File: config.mk
export PLATFORM = sky130hd
export DESIGN_NAME = pbsa_bitmap_mem
export DESIGN_NICKNAME = d
export VERILOG_FILES = /design/src/sv/paged_bitmap_slot_allocator_assert.svh /design/src/sv/pbsa_pkg.sv /design/src/sv/pbsa_bitmap_mem.sv
export SDC_FILE = /design/constraint.sdc
export NUM_CORES = 2
export LEC_CHECK = 0
export BUFFER_PORTS_ARGS = -buffer_cell sky130_fd_sc_hd__buf_2
export CORE_MARGIN = 2
export CORE_UTILIZATION = 40
export DETAILED_ROUTE_END_ITERATION = 8
export GPL_TIMING_DRIVEN = 0
export HOLD_SLACK_MARGIN = 0.08
export PLACE_DENSITY = 0.51
export SLEW_MARGIN = 25
export SYNTH_ARGS = -nofsm -noshare
export SYNTH_HDL_FRONTEND = slang
export SYNTH_SLANG_ARGS = --single-unit
File: constraint.sdc
create_clock -name clk_i -period 9.3 [get_ports clk_i]
set_clock_uncertainty 0.05 [all_clocks]
set_input_delay 1.395 -clock clk_i [delete_from_list [all_inputs] [get_ports clk_i]]
set_output_delay 1.395 -clock clk_i [all_outputs]
set_load 0.05 [all_outputs]
File: src/sv/paged_bitmap_slot_allocator_assert.svh
// Assertion macros for the paged bitmap slot allocator.
`ifndef PAGED_BITMAP_SLOT_ALLOCATOR_ASSERT_SVH
`define PAGED_BITMAP_SLOT_ALLOCATOR_ASSERT_SVH

// Same-cycle implication, clocked on clk_i, off during reset.
`define PBSA_ASSERT_IMPL(lbl, ant, con) \
  lbl: assert property (@(posedge clk_i) disable iff (!rst_ni) (ant) |-> (con)) \
    else $error("pbsa assertion failed");

// Next-cycle implication, clocked on clk_i, off during reset.
`define PBSA_ASSERT_NEXT(lbl, ant, con) \
  lbl: assert property (@(posedge clk_i) disable iff (!rst_ni) (ant) |=> (con)) \
    else $error("pbsa assertion failed");

`endif

File: src/sv/pbsa_pkg.sv
// Types and constants of the paged bitmap slot allocator.
package pbsa_pkg;

  localparam int unsigned SLOT_W     = 12;
  localparam int unsigned PAGE_W     = 6;
  localparam int unsigned BIT_W      = 6;
  localparam int unsigned WORD_W     = 64;
  localparam int unsigned NPAGES     = 64;
  localparam int unsigned CNT_W      = 7;
  localparam int unsigned OP_W       = 3;
  localparam int unsigned ST_W       = 3;

  localparam logic [CNT_W-1:0]  PAGE_LIMIT = 7'd64;
  localparam logic [SLOT_W-1:0] INVALID_ID = 12'd4095;

  typedef enum logic [OP_W-1:0] {
    OP_ALLOC   = 3'd0,
    OP_OCCUPY  = 3'd1,
    OP_RELEASE = 3'd2,
    OP_QUERY   = 3'd3,
    OP_CLEAR   = 3'd4
  } op_e;

  typedef enum logic [ST_W-1:0] {
    ST_OK       = 3'd0,
    ST_NOSPACE  = 3'd1,
    ST_INVALID  = 3'd2,
    ST_CONFLICT = 3'd3,
    ST_NOTFOUND = 3'd4
  } st_e;

  typedef enum logic [1:0] {
    S_IDLE = 2'b01,
    S_EXEC = 2'b10
  } state_e;

  // directory update issued by the execute step
  typedef struct packed {
    logic              clear;
    logic              cnt_en;
    logic [CNT_W-1:0]  cnt;
    logic              nf_en;
    logic              nf_val;
    logic [PAGE_W-1:0] page;
  } dir_upd_t;

  // directory status seen by the control
  typedef struct packed {
    logic [CNT_W-1:0]  cnt;
    logic              any_nf;
    logic [PAGE_W-1:0] low_nf;
    logic [NPAGES-1:0] nf;
    logic [NPAGES-1:0] fresh;
  } dir_stat_t;

  // lowest set bit; 63 when the word is zero
  function automatic logic [BIT_W-1:0] lowest_bit(input logic [WORD_W-1:0] w);
    logic [BIT_W-1:0] b;
    b = BIT_W'(WORD_W - 1);
    for (int i = WORD_W - 1; i >= 0; i--) begin
      if (w[i]) begin
        b = BIT_W'(i);
      end
    end
    return b;
  endfunction

endpackage

File: src/sv/pbsa_bitmap_mem.sv
// Free bitmap memory, one 64-bit word per page, registered read.
module pbsa_bitmap_mem
  import pbsa_pkg::*;
(
  input  logic              clk_i,
  input  logic              we_i,
  input  logic [PAGE_W-1:0] waddr_i,
  input  logic [WORD_W-1:0] wdata_i,
  input  logic              re_i,
  input  logic [PAGE_W-1:0] raddr_i,
  output logic [WORD_W-1:0] rdata_o
);

  logic [WORD_W-1:0] mem_q [NPAGES];
  logic [WORD_W-1:0] rdata_q;

  always_ff @(posedge clk_i) begin
    if (we_i) begin
      mem_q[waddr_i] <= wdata_i;
    end
  end

  always_ff @(posedge clk_i) begin
    if (re_i) begin
      rdata_q <= mem_q[raddr_i];
    end
  end

  assign rdata_o = rdata_q;

endmodule

==> report_table.html <==
<table>
<tr><th>Metric</th><th>Value</th></tr>
<tr><th colspan="2">Layout</th></tr>
<tr><td>Filler cell count in the final layout</td><td>31780</td></tr>
<tr><td>Number of nets in the layout</td><td>7550</td></tr>
<tr><td>Area added between synthesis and finish</td><td>18.1%</td></tr>
<tr><td>Fraction of final layout cells with drive strength greater than 1</td><td>0.309</td></tr>
<tr><th colspan="2">Global route</th></tr>
<tr><td>Initial antenna violation count</td><td>44</td></tr>
<tr><td>Pin count of the biggest net entering global routing</td><td>65</td></tr>
<tr><td>Wire length of the first global-routing pass</td><td>631000 um</td></tr>
<tr><td>Overflow left after global routing</td><td>0</td></tr>
<tr><td>Aggregate global-route resource usage</td><td>0.229</td></tr>
<tr><td>Vias in the first global route</td><td>77044</td></tr>
<tr><th colspan="2">Detailed routing</th></tr>
<tr><td>Detailed-route vias per instance</td><td>5.82</td></tr>
<tr><td>Post-detailed-routing wire length</td><td>458000 um</td></tr>
<tr><td>Final routed DRC violation total</td><td>0</td></tr>
<tr><td>Routed via count</td><td>76001</td></tr>
<tr><td>First-iteration detailed-routing DRC count</td><td>9517</td></tr>
<tr><td>Average detailed-routed wire length per instance</td><td>35.1 um</td></tr>
<tr><td>Number of nets with antenna violations after detailed routing</td><td>0</td></tr>
<tr><td>Initial DRT Pass Iterations</td><td>6</td></tr>
<tr><th colspan="2">Timing</th></tr>
<tr><td>Period Utilization, post-route</td><td>0.547</td></tr>
<tr><td>Unrepaired setup endpoints after global routing</td><td>no</td></tr>
<tr><td>Highest achievable clock rate</td><td>197 MHz</td></tr>
<tr><td>Worst-margin pin slew</td><td>1250 ps</td></tr>
<tr><td>Number of endpoints with negative hold slack in the final report</td><td>0</td></tr>
<tr><td>Remaining max-slew budget at the tightest pin</td><td>0.165</td></tr>
<tr><td>Shortest clock period the worst path allows after layout</td><td>5080 ps</td></tr>
<tr><td>Setup-failing EPs final</td><td>0</td></tr>
<tr><td>Final TNS setup</td><td>0 ps</td></tr>
<tr><td>Max-slew violation count</td><td>0</td></tr>
<tr><td>Worst Hold Margin</td><td>815 ps</td></tr>
<tr><th colspan="2">Clock tree</th></tr>
<tr><td>CTS Buffer Depth</td><td>4</td></tr>
<tr><td>Hold-fix buffers at CTS</td><td>0</td></tr>
<tr><td>Post-CTS setup buffer count</td><td>0</td></tr>
<tr><td>Number of H-tree levels</td><td>5</td></tr>
<tr><td>TritonCTS clock tree</td><td>built</td></tr>
<tr><td>Clock Pin Slew Worst Setup and Hold Paths</td><td>60 ps</td></tr>
<tr><td>Clock root buffer master</td><td>clkbuf_16</td></tr>
<tr><td>Clock sinks</td><td>4160</td></tr>
<tr><td>Number of gates resized after cts</td><td>0</td></tr>
<tr><td>Clock Latency Late Sink</td><td>990 ps</td></tr>
<tr><td>Inserted Clock Buffers</td><td>431</td></tr>
<tr><th colspan="2">Logic synthesis</th></tr>
<tr><td>Synth Area per Inst</td><td>23.8 um2</td></tr>
<tr><td>EDFF count, synth</td><td>4160</td></tr>
<tr><td>Number of instances in the synthesized netlist</td><td>6598</td></tr>
<tr><td>Arithmetic-cell share of the synthesized area counting full adders, half adders and majority gates</td><td>0</td></tr>
<tr><td>Yosys cell types</td><td>32</td></tr>
<tr><td>Post-Syn Nets</td><td>6677</td></tr>
<tr><td>Basic-gate share of the synthesized area counting and, or, nand and nor cells</td><td>0.0123</td></tr>
<tr><td>Post-Syn Area</td><td>0.157 mm2</td></tr>
<tr><td>XOR/XNOR Fraction of Synth Area</td><td>0</td></tr>
<tr><td>Sequential cell area fraction in the yosys report</td><td>0.796</td></tr>
<tr><td>Synth Area in Compound Gates</td><td>0.0247</td></tr>
<tr><td>Flops &amp; latches, synth</td><td>4160</td></tr>
<tr><td>Portion of netlist area occupied by mux cells</td><td>0.156</td></tr>
<tr><td>Top FF cell, synth</td><td>edfxtp_1</td></tr>
<tr><td>Synth warnings</td><td>0</td></tr>
<tr><td>Main combinational cell family by area after synthesis</td><td>multiplexers</td></tr>
<tr><td>Post-synthesis async set-or-reset flop share</td><td>0</td></tr>
<tr><th colspan="2">Setup path</th></tr>
<tr><td>End of the worst register-to-register path</td><td>rdata_o[37]$_DFFE_PP_</td></tr>
<tr><td>Cell with the most instances on the worst path</td><td>buf_2</td></tr>
<tr><td>Crit path largest cell delay</td><td>820 ps</td></tr>
<tr><td>CP required</td><td>9890 ps</td></tr>
<tr><td>Reg2Reg Depth</td><td>5</td></tr>
<tr><td>Worst Path Arrival</td><td>5670 ps</td></tr>
<tr><td>Worst-path cell chain</td><td>buf_2, buf_4, buf_2, buf_2, buf_4, mux2i_1, o22ai_1, a31oi_1, a211oi_1</td></tr>
<tr><td>Crit Reg-Reg Startpoint</td><td>mem_q[55][37]$_DFFE_PP_</td></tr>
<tr><td>Slowest-stage cell, CP</td><td>a211oi_1</td></tr>
<tr><td>CP Max Fanout</td><td>10</td></tr>
<tr><td>Source of the critical timing path</td><td>raddr_i[2]</td></tr>
<tr><td>Setup Crit Path Kind</td><td>primary input to register</td></tr>
<tr><td>Critical path endpoint category</td><td>register</td></tr>
<tr><td>Flop-to-flop setup slack</td><td>6320 ps</td></tr>
<tr><td>Setup crit start kind</td><td>primary input</td></tr>
<tr><th colspan="2">Power and ir drop</th></tr>
<tr><td>Power density cells</td><td>214 mW/mm2</td></tr>
<tr><td>Total power</td><td>39700 uW</td></tr>
<tr><td>Static Leak</td><td>0.0579 uW</td></tr>
<tr><td>Worst IR Drop VDD</td><td>0.160 mV</td></tr>
<tr><th colspan="2">Hold path</th></tr>
<tr><td>Worst Hold Path Cells</td><td>1</td></tr>
<tr><td>Worst Hold Endpoint</td><td>mem_q[50][17]$_DFFE_PP_</td></tr>
<tr><td>Worst min-delay path class</td><td>primary input to register</td></tr>
<tr><td>Hold path start</td><td>wdata_i[17]</td></tr>
<tr><th colspan="2">Die</th></tr>
<tr><td>Die Width</td><td>630 um</td></tr>
<tr><td>I/O pins</td><td>143</td></tr>
<tr><td>Number of rows created at floorplan</td><td>230</td></tr>
<tr><td>Floorplan core area</td><td>0.392 mm2</td></tr>
<tr><td>Total die area</td><td>0.397 mm2</td></tr>
<tr><td>Chip Height</td><td>630 um</td></tr>
<tr><td>Initial core utilization</td><td>0.401</td></tr>
<tr><th colspan="2">Placed design</th></tr>
<tr><td>Buffers added on ports</td><td>134</td></tr>
<tr><td>HPWL after detailed placement</td><td>315000 um</td></tr>
<tr><td>Last weighted congestion value of the routability-driven placer</td><td>0.797</td></tr>
<tr><th colspan="2">Outcome</th></tr>
<tr><td>Result of the run</td><td>finished clean</td></tr>
<tr><th colspan="2">Run</th></tr>
<tr><td>Number of max-cap violations</td><td>0</td></tr>
</table>
-- state kept, by name (all words and copies together) (netlist names) --
| name | flops |
|---|---|
| mem_q | 4096 |
| rdata_o | 64 |
-- through the flow --
stage	area [um2]	cells	util	setup slack, ps
floorplan	157000	6598	-	2420
global placement	164000	11952	0.419	-5270
global route	185000	13044	0.473	4240
detailed placement	172000	12258	0.439	3270
finish	185000	13057	0.474	4220
CTS	185000	13043	0.473	4330
-- layer usage --
layer	vias to the layer above	global-route usage	wire length (um)
met5	-	0	69
met4	10	0.0620	13400
met3	589	0.0359	32500
met2	3107	0.375	223000
met1	41873	0.321	189000
li1	30422	-	-
-- cells in the final DEF (no fill, tap or decap), drive strengths merged --
master,synthesis,final
o22ai,83,83
nor3,2,2
nand3,45,45
a211oi,63,63
nand2b,11,11
clkbuf,140,645
bufinv,0,32
nand3b,2,2
or3b,1,1
and2,3,3
inv,19,27
edfxtp,4160,4160
a22oi,168,168
mux2i,135,135
nand4,2,2
or2,28,28
a31oi,18,18
or3,29,29
clkinvlp,0,13
nand2,58,58
a2bb2oi,19,19
buf,230,670
nor2,112,112
mux4,1024,1024
nand4b,1,1
a31o,1,1
a41oi,26,26
nor2b,28,28
clkinv,0,227
o221ai,38,38
a22o,88,88
diode,0,14
and3,64,64
-- kinds of logic after synthesis --
family / after synthesis
AND/OR/NAND/NOR: 386
multiplexers: 1159
flip-flops: 4160
buffers and inverters: 389
AO/OA/AOI/OAI: 504
-- worst max-delay path, delay by kind of cell --
kind / cells / cell delay [ps]
multiplexers: 1 / 110
buffers and inverters: 5 / 2300
AO/OA/AOI/OAI: 3 / 1810
-- area by class of cell --
class                   instances  area [um2]  area share
multi-input cells            2049       30900       0.167
clock inverters               280        2250      0.0121
flip-flops and latches       4160      125000       0.674
clock buffers                 505       11200      0.0604
diodes                         14        35.0    0.000189
well taps                    5220        6530      0.0352
repair buffers                440        7770      0.0419
inverters                      19        71.3    0.000385
plain buffers                 370        1790     0.00966
-- cells in the mapped netlist, types with 11 or more instances --
cell,number,area (um2)
clkbuf_1,140,526
a41oi_1,26,228
a211oi_1,63,473
buf_1,20,75.1
or2_2,28,175
and3_1,64,400
mux4_2,1024,23100
nor2b_1,28,175
buf_2,170,851
nand2b_1,11,68.8
nand3_1,45,225
a22o_1,88,771
o22ai_1,83,519
nor2_1,112,420
mux2i_1,135,1350
edfxtp_1,4160,125000
a2bb2oi_1,19,166
o221ai_1,38,333
a22oi_1,168,1260
buf_4,34,255
inv_1,19,71.3
nand2_1,58,218
a31oi_1,18,113
or3_1,29,181
-- worst max-delay path by stage --
stage,depth (start not counted),endpoint
CTS,9,rdata_o[7]$_DFFE_PP_
floorplan,4,mem_q[48][0]$_DFFE_PP_
global route,9,rdata_o[7]$_DFFE_PP_
detailed placement,9,rdata_o[7]$_DFFE_PP_
global placement,3,mem_q[48][35]$_DFFE_PP_
finish,9,rdata_o[7]$_DFFE_PP_
-- power by group --
part           switching [uW]  leakage, uW  internal [uW]  total (uW)
clock network            7190      0.00664           9460       16700
registers                37.5       0.0375          20800       20800
logic                    1500       0.0138            693        2190
Note: power is estimated with default switching activity, not from simulation.
