File: config.mk
export PLATFORM = sky130hd
export DESIGN_NAME = pbsa_page_dir
export DESIGN_NICKNAME = d
export VERILOG_FILES = /design/src/sv/paged_bitmap_slot_allocator_assert.svh /design/src/sv/pbsa_pkg.sv /design/src/sv/pbsa_page_dir.sv
export SDC_FILE = /design/constraint.sdc
export NUM_CORES = 1
export LEC_CHECK = 0
export BUFFER_PORTS_ARGS = -buffer_cell sky130_fd_sc_hd__buf_2
export CAP_MARGIN = 30
export CORE_MARGIN = 5
export CORE_UTILIZATION = 50
export DETAILED_ROUTE_END_ITERATION = 6
export HOLD_SLACK_MARGIN = 0.03
export MAX_ROUTING_LAYER = met4
export PLACE_DENSITY = 0.74
export SLEW_MARGIN = 20
export SYNTH_ARGS = -nofsm -noshare
export SYNTH_HDL_FRONTEND = slang
export SYNTH_SLANG_ARGS = --single-unit
File: constraint.sdc
create_clock -name clk_i -period 2.16 [get_ports clk_i]
set_input_delay 0.432 -clock clk_i [delete_from_list [all_inputs] [get_ports clk_i]]
set_output_delay 0.432 -clock clk_i [all_outputs]
set_load 0.01 [all_outputs]
File: src/sv/paged_bitmap_slot_allocator_assert.svh
// Assertion macros for the paged bitmap slot allocator.
`ifndef PAGED_BITMAP_SLOT_ALLOCATOR_ASSERT_SVH
`define PAGED_BITMAP_SLOT_ALLOCATOR_ASSERT_SVH

// Same-cycle implication, clocked on clk_i, off during reset.
`define PBSA_ASSERT_IMPL(lbl, ant, con) \
  lbl: assert property (@(posedge clk_i) disable iff (!rst_ni) (ant) |-> (con)) \
    else $error("pbsa assertion failed");

// Next-cycle implication, clocked on clk_i, off during reset.
`define PBSA_ASSERT_NEXT(lbl, ant, con) \
  lbl: assert property (@(posedge clk_i) disable iff (!rst_ni) (ant) |=> (con)) \
    else $error("pbsa assertion failed");

`endif

File: src/sv/pbsa_pkg.sv
// Types and constants of the paged bitmap slot allocator.
package pbsa_pkg;

  localparam int unsigned SLOT_W     = 12;
  localparam int unsigned PAGE_W     = 6;
  localparam int unsigned BIT_W      = 6;
  localparam int unsigned WORD_W     = 64;
  localparam int unsigned NPAGES     = 64;
  localparam int unsigned CNT_W      = 7;
  localparam int unsigned OP_W       = 3;
  localparam int unsigned ST_W       = 3;

  localparam logic [CNT_W-1:0]  PAGE_LIMIT = 7'd64;
  localparam logic [SLOT_W-1:0] INVALID_ID = 12'd4095;

  typedef enum logic [OP_W-1:0] {
    OP_ALLOC   = 3'd0,
    OP_OCCUPY  = 3'd1,
    OP_RELEASE = 3'd2,
    OP_QUERY   = 3'd3,
    OP_CLEAR   = 3'd4
  } op_e;

  typedef enum logic [ST_W-1:0] {
    ST_OK       = 3'd0,
    ST_NOSPACE  = 3'd1,
    ST_INVALID  = 3'd2,
    ST_CONFLICT = 3'd3,
    ST_NOTFOUND = 3'd4
  } st_e;

  typedef enum logic [1:0] {
    S_IDLE = 2'b01,
    S_EXEC = 2'b10
  } state_e;

  // directory update issued by the execute step
  typedef struct packed {
    logic              clear;
    logic              cnt_en;
    logic [CNT_W-1:0]  cnt;
    logic              nf_en;
    logic              nf_val;
    logic [PAGE_W-1:0] page;
  } dir_upd_t;

  // directory status seen by the control
  typedef struct packed {
    logic [CNT_W-1:0]  cnt;
    logic              any_nf;
    logic [PAGE_W-1:0] low_nf;
    logic [NPAGES-1:0] nf;
    logic [NPAGES-1:0] fresh;
  } dir_stat_t;

  // lowest set bit; 63 when the word is zero
  function automatic logic [BIT_W-1:0] lowest_bit(input logic [WORD_W-1:0] w);
    logic [BIT_W-1:0] b;
    b = BIT_W'(WORD_W - 1);
    for (int i = WORD_W - 1; i >= 0; i--) begin
      if (w[i]) begin
        b = BIT_W'(i);
      end
    end
    return b;
  endfunction

endpackage

File: src/sv/pbsa_page_dir.sv
// Page directory: page count, not-full flags, fresh-page flags, lowest not-full search.
module pbsa_page_dir
  import pbsa_pkg::*;
(
  input  logic      clk_i,
  input  logic      rst_ni,
  input  dir_upd_t  upd_i,
  output dir_stat_t stat_o
);

  logic [CNT_W-1:0]  cnt_q, cnt_d;
  logic [NPAGES-1:0] nf_q, nf_d;
  logic [NPAGES-1:0] fresh_q, fresh_d;
  logic [PAGE_W-1:0] low_nf;

  always_comb begin
    cnt_d   = cnt_q;
    nf_d    = nf_q;
    fresh_d = fresh_q;
    if (upd_i.clear) begin
      cnt_d   = '0;
      nf_d    = '0;
      fresh_d = '0;
    end else begin
      if (upd_i.cnt_en) begin
        cnt_d = upd_i.cnt;
        for (int i = 0; i < NPAGES; i++) begin
          if (CNT_W'(i) >= cnt_q && CNT_W'(i) < upd_i.cnt) begin
            nf_d[i]    = 1'b1;
            fresh_d[i] = 1'b1;
          end
        end
      end
      // a bitmap write makes the memory word current
      if (upd_i.nf_en) begin
        nf_d[upd_i.page]    = upd_i.nf_val;
        fresh_d[upd_i.page] = 1'b0;
      end
    end
  end

  always_ff @(posedge clk_i or negedge rst_ni) begin
    if (!rst_ni) begin
      cnt_q   <= '0;
      nf_q    <= '0;
      fresh_q <= '0;
    end else begin
      cnt_q   <= cnt_d;
      nf_q    <= nf_d;
      fresh_q <= fresh_d;
    end
  end

  always_comb begin
    low_nf = '0;
    for (int i = NPAGES - 1; i >= 0; i--) begin
      if (nf_q[i]) begin
        low_nf = PAGE_W'(i);
      end
    end
  end

  assign stat_o.cnt    = cnt_q;
  assign stat_o.any_nf = |nf_q;
  assign stat_o.low_nf = low_nf;
  assign stat_o.nf     = nf_q;
  assign stat_o.fresh  = fresh_q;

endmodule

==> results of run 1 <==
-- state kept, by name, summed over array words and instances (netlist names) --
register  flops
nf_q         64
cnt_q         7
fresh_q      64
-- report_power, final --
group | internal (µW) | leakage [µW] | switching (µW) | total, µW
sequential | 2750 | 0.00176 | 213 | 2960
clock | 1910 | 0.000293 | 1140 | 3050
combinational | 911 | 0.00264 | 1240 | 2150
-- area by class of cell --
class                   instances  area [µm²]  area share, %
flip-flops and latches        135        3380           33.1
diodes                          1        2.50         0.0245
multi-input cells             647        4050           39.6
clock inverters                10         144           1.41
well taps                     184         230           2.25
inverters                      16        60.1          0.587
repair buffers                294        1880           18.4
clock buffers                  22         474           4.63
-- cell families (layout without fill, tap and decap cells) --
logic type | count (synthesis) | count (layout)
flip-flops | 135 | 135
buffers and inverters | 71 | 342
other | 0 | 1
AO/OA/AOI/OAI | 204 | 204
multiplexers | 7 | 7
AND/OR/NAND/NOR | 436 | 436
-- layer usage --
metal | track usage (%) | vias up
met5 | - | -
li1 | - | 3710
met3 | 9.27 | 86
met2 | 47.7 | 499
met4 | 11.2 | 0
met1 | 45.8 | 4006
-- timing repair --
action,in CTS,in global routing
setup buffers,2,2
cloned,0,0
pin swaps,17,7
hold endpoints to repair,44,0
hold buffers,1,0
setup endpoints to repair,8,17
resized for setup,36,22
-- layout by cell type (no fill, tap or decap), types with 4 or more instances in the layout --
cell type / instances
a31oi_1: 4
a221oi_2: 4
a21oi_1: 28
a211oi_1: 74
nand4_1: 5
nor4_2: 6
dfrtp_2: 5
or3_1: 5
and2_1: 5
inv_1: 15
nor3_1: 137
buf_2: 158
a221oi_1: 25
nor2b_1: 10
nand2b_1: 6
buf_12: 5
nor4_1: 12
nor2_4: 4
buf_4: 128
a211oi_2: 16
mux2i_1: 7
nand3_1: 10
o21ai_1: 5
nor2_1: 167
clkbuf_16: 17
dfrtp_1: 130
nand2_1: 28
nor3_2: 7
o21a_1: 6
o21ai_0: 13
-- worst paths after layout --
path | startpoint | to | slack (ns) | depth (start not counted)
setup / recovery | nf_q[62]$_DFF_PN0_ | stat_o[128] | -0.57 | 8
hold / removal | upd_i[8] | cnt_q[0]$_DFFE_PN0P_ | 0.34 | 3
setup reg to reg | cnt_q[3]$_DFFE_PN0P_ | nf_q[43]$_DFF_PN0_ | 0.09 | 7
hold reg to reg | fresh_q[10]$_DFF_PN0_ | fresh_q[10]$_DFF_PN0_ | 0.55 | 2
max in group asynchronous | rst_ni | fresh_q[48]$_DFF_PN0_ | 1.03 | 3
min in group asynchronous | rst_ni | fresh_q[16]$_DFF_PN0_ | 0.50 | 2
-- critical path, cell delays in order (launching register included) --
cell and delay [ns]:
dfrtp_1 0.42, buf_6 0.13, nand2b_4 0.14, a221oi_4 0.33
nor4_4 0.08, o221ai_4 0.23, a31oi_4 0.14, o211ai_1 0.23
buf_2 0.17
-- metrics by stage --
step / TNS (ns) / hold slack (ns) / worst slack [ns] / instance area (µm²)
after floorplan: 0 / 0.136 / 0.0890 / 7450
after global placement: -0.733 / 0.393 / -0.175 / 9280
after detailed placement: -0.922 / 0.389 / -0.236 / 9280
after CTS: -2.83 / 0.323 / -0.544 / 10100
after global routing: -3.44 / 0.360 / -0.640 / 10200
final: -3.06 / 0.336 / -0.572 / 10200
==> results_dict.tcl, run 1 <==
set metrics [dict create \
    outcome "finished, violations left" \
    violations "setup timing" \
    maxCapViolations 0 \
    top_level_ports 161 \
    htree_num_levels 4 \
    drive_above_1_share_pct 35.4 \
    wl_per_cell_um 22.2 \
    worst_pin_slew_ns 1.02 \
    cts-root-buf "clkbuf_16" \
    viasPerCell 6.34 \
    clock_skew_ns 0.00808 \
    grt-ovfl-total 0 \
    cts_tree "built" \
    cts_buffers 17 \
    hold_path.class "in2reg" \
    synth_top_family_by_area "simple AND/OR/NAND/NOR gates" \
    arrival_ns 2.30 \
    dieArea_um2 17400 \
    synthMuxAreaShare_pct 0.941 \
    vias 8301 \
    worstSkewPairLatency_ns 0.43 \
    fin_crit_sh_pct 126 \
    ant_nets 0 \
    synthArstFlopShare_pct 100 \
    synthAdderAreaFrac_pct 0 \
    layout_setup_ws_ns -0.572 \
    synth_compound_area_share_pct 21.2 \
    nets 1130 \
    fin_total_pwr_uw 8160 \
    drt_iter0_drc 891 \
    ir_drop_uv 566 \
    synthFlopType "dfrtp_1" \
    cts_sinks 135 \
    area_growth_pct 37.4 \
    top_layer "met4" \
    ys_top_cells_by_area "dfrtp_1 45%, nor3_1 9.3%, nor2_1 8.6%" \
    finalHoldViolCount 0 \
    crit_fanout 4 \
    synthXorXnorAreaFrac_pct 0 \
    grtUsageTotal_pct 33.3 \
    p_per_area_nw_per_um2 798 \
    drv_slew 0 \
    port_buffers 160 \
    synth_edf_count 0 \
    m1WireLength_mm 12.1 \
    setup_viol 7 \
    fin_util_pct 70.1 \
    synth_simple_gate_area_share_pct 28.4 \
    yosysTopAreaCell "dfrtp_1" \
    path_clk_slew_ns 0.06 \
    met2WireLength_mm 13.1 \
    rows 44 \
    placed_cells 1272 \
    p_leak_uw 0.00470 \
    fmax_ghz 0.366 \
    synth.distinct_cells 58 \
    ys.warnings.count 0 \
    synth_area_um2 7450 \
    synth_seq_area_share_pct 45.4 \
    crit_path_start_kind "flop" \
    cts_buffer_depth 2 \
    routed-wl-met3_mm 2.91 \
    start_util_pct 51.0 \
    instances_no_fill 1309 \
    grt_pass1_vias 7885 \
    grt_start_max_net_pins 48 \
    hpwl_mm 21.4 \
    drc 0 \
    ys_ff_latch 135 \
    gp_congestion 0.998 \
    synth_top_area_share_pct 45.4 \
    synth_common_cells "171 x nor2_1, 138 x nor3_1, 135 x dfrtp_1, 76 x a211oi_1, 39 x clkbuf_1" \
    synth.most_common_cell "nor2_1" \
    fp.dieW_um 132 \
    synth_nets 872 \
    synth_area_per_cell_um2 8.73 \
    fillCellCount 1148 \
    die_h_um 132 \
    crit_type "reg2out" \
    rsz0062_at_grt "true" \
    grt_pass1_wl_mm 44.8 \
    fin_crit_ns 2.73 \
    netlist_instances 853 \
    antenna_found_initial 1 \
    endpoint_kind "primary output" \
    drt_wl_total_mm 29.0 \
    worstPathRequired_ns 1.73 \
    core_area_um2 14600 \
    drtPass1Iterations 5 \
    max_slew_margin_pct 31.8 \
]
(Power assumes the default switching activity.)
==> run 2, diff against run 1 <==
- clock period: 2.16 -> 3.5 ns (I/O delays scaled with it)
==> results_dict.tcl, run 2 (synthesis results as in run 1) <==
set metrics [dict create \
    fin_crit_ns 3.13 \
    instances_no_fill 1185 \
    p_leak_uw 0.00398 \
    top_regs "fresh_q (64), nf_q (64), cnt_q (7)" \
    setup_viol 0 \
    top_level_ports 161 \
    fin_crit_sh_pct 89.4 \
    cts-root-buf "clkbuf_16" \
    wl_per_cell_um 22.9 \
    crit_path_start_kind "flop" \
    dieArea_um2 17400 \
    drtPass1Iterations 7 \
    cts_buffers 17 \
    endpoint_kind "primary output" \
    port_buffers 160 \
    final_common_cell "nor2_1" \
    cts_sinks 135 \
    postLayoutCellArea_um2 8910 \
    timing.rr.end "nf_q[0]$_DFF_PN0_" \
    worst_path_most_repeated_cell "a21oi_1" \
    grt_start_max_net_pins 106 \
    start_util_pct 51.0 \
    worstSkewPairLatency_ns 0.42 \
    max_slew_margin_pct 35.4 \
    drive_above_1_share_pct 23.5 \
    rrSetupSlack_ns 0.91 \
    outcome "finished clean" \
    die_h_um 132 \
    regToRegStartpoint "cnt_q[6]$_DFFE_PN0P_" \
    rsz0062_at_grt "false" \
    drc 0 \
    slowest_stage "nor4_2" \
    crit_fanout 6 \
    hpwl_mm 19.9 \
    cts_tree "built" \
    viasPerCell 6.60 \
    clock_skew_ns 0.00470 \
    finalHoldViolCount 0 \
    htree_num_levels 4 \
    path_cells "nor4_2 > a21oi_1 > o21ai_0 > a21bo_1 > a21oi_1 > o31ai_1 > buf_2" \
    rows 44 \
    vias 7825 \
    antenna_found_initial 1 \
    post-cts-setup-buffer-count 0 \
    drv_slew 0 \
    placed_cells 1151 \
    fmax_ghz 0.320 \
    area_growth_pct 19.7 \
    drt_iter0_drc 938 \
    ant_nets 0 \
    grt-ovfl-total 0 \
    startpoint "nf_q[59]$_DFF_PN0_" \
    placed_area_um2 8350 \
    grtUsageTotal_pct 31.1 \
    fin_util_pct 61.1 \
    worstPathRequired_ns 2.80 \
    worst_pin_slew_ns 0.965 \
    slowest_delay_ns 0.50 \
    cts_buffer_depth 2 \
    core_area_um2 14600 \
    fp.dieW_um 132 \
    maxCapViolations 0 \
    layout_common_cells "171 x nor2_1, 158 x buf_2, 138 x nor3_1" \
    ff2ff_path_depth 6 \
    p_per_area_nw_per_um2 509 \
    grt_pass1_vias 7120 \
    arrival_ns 2.43 \
    hold_path.class "in2async" \
    gp_congestion 1.01 \
    grt_pass1_wl_mm 41.7 \
    endpoint "stat_o[130]" \
    nets 1006 \
    path_clk_slew_ns 0.06 \
    crit_type "reg2out" \
    ir_drop_uv 323 \
    tns_ns 0 \
    drt_wl_total_mm 27.1 \
]
-- run 2: cell count changes in the layout (fill, tap and decap cells not counted), moves of 4 or more --
cell      delta
buf_4      -121
clkinv_2     +5
dfrtp_1      +5
dfrtp_2      -5
nor2_1       +4
nor4_1       +8
nor4_2       -5
-- run 2: worst min-delay path by stage --
stage / startpoint / endpoint / slack (ns) / depth (start not counted)
2_1_floorplan: rst_ni / cnt_q[0]$_DFFE_PN0P_ / 0.40 / 0
3_3_place_gp: fresh_q[10]$_DFF_PN0_ / fresh_q[10]$_DFF_PN0_ / 0.54 / 2
3_5_place_dp: fresh_q[8]$_DFF_PN0_ / fresh_q[8]$_DFF_PN0_ / 0.54 / 2
4_1_cts: rst_ni / fresh_q[25]$_DFF_PN0_ / 0.28 / 1
5_1_grt: rst_ni / nf_q[16]$_DFF_PN0_ / 0.32 / 1
6_report: rst_ni / fresh_q[24]$_DFF_PN0_ / 0.27 / 1
-- run 2: per-stage QoR --
| step | total power (µW) | setup slack [ns] | hold WS, ns |
|---|---|---|---|
| 3_5_place_dp | 2860 | 0.680 | 0.542 |
| 3_3_place_gp | 2840 | 0.724 | 0.536 |
| 5_1_grt | 4720 | 0.181 | 0.323 |
| 2_1_floorplan | 2440 | 1.16 | 0.404 |
| 4_1_cts | 4530 | 0.202 | 0.280 |
| 6_report | 4530 | 0.372 | 0.269 |
-- run 2: layout make-up --
class / instances / area, µm²
Clock buffer: 19 / 443
Sequential cell: 135 / 3380
Fill cell: 1278 / 5680
Antenna cell: 1 / 2.50
Inverter: 16 / 60.1
Timing Repair Buffer: 170 / 918
Tap cell: 184 / 230
Multi-Input combinational cell: 647 / 3770
Clock inverter: 13 / 108
-- run 2: where the power goes --
group          leakage, µW  switching, µW  internal (µW)
sequential         0.00177            178           1690
clock             0.000264            692            986
combinational      0.00194            618            365
-- run 2: repair_timing --
item	CTS	global route
hold buffers	0	0
resized for setup	0	1
hold endpoints to repair	0	0
endpoints found under the setup margin	0	1
-- run 2: metal layers --
metal  GRT usage (%)  share of wire [%]
met1            44.7                 43
met2            43.3                 45
met3            6.45                 10
met4            11.4                2.9
met5               -                  0
-- run 2: worst max-delay path: cells and delay by family (launching register included) --
| family | cells | cell delay [ns] |
|---|---|---|
| AOI/OAI and AO/OA | 5 | 0.87 |
| DFF | 1 | 0.44 |
| buffers and inverters | 1 | 0.19 |
| and+or+nand+nor | 1 | 0.50 |
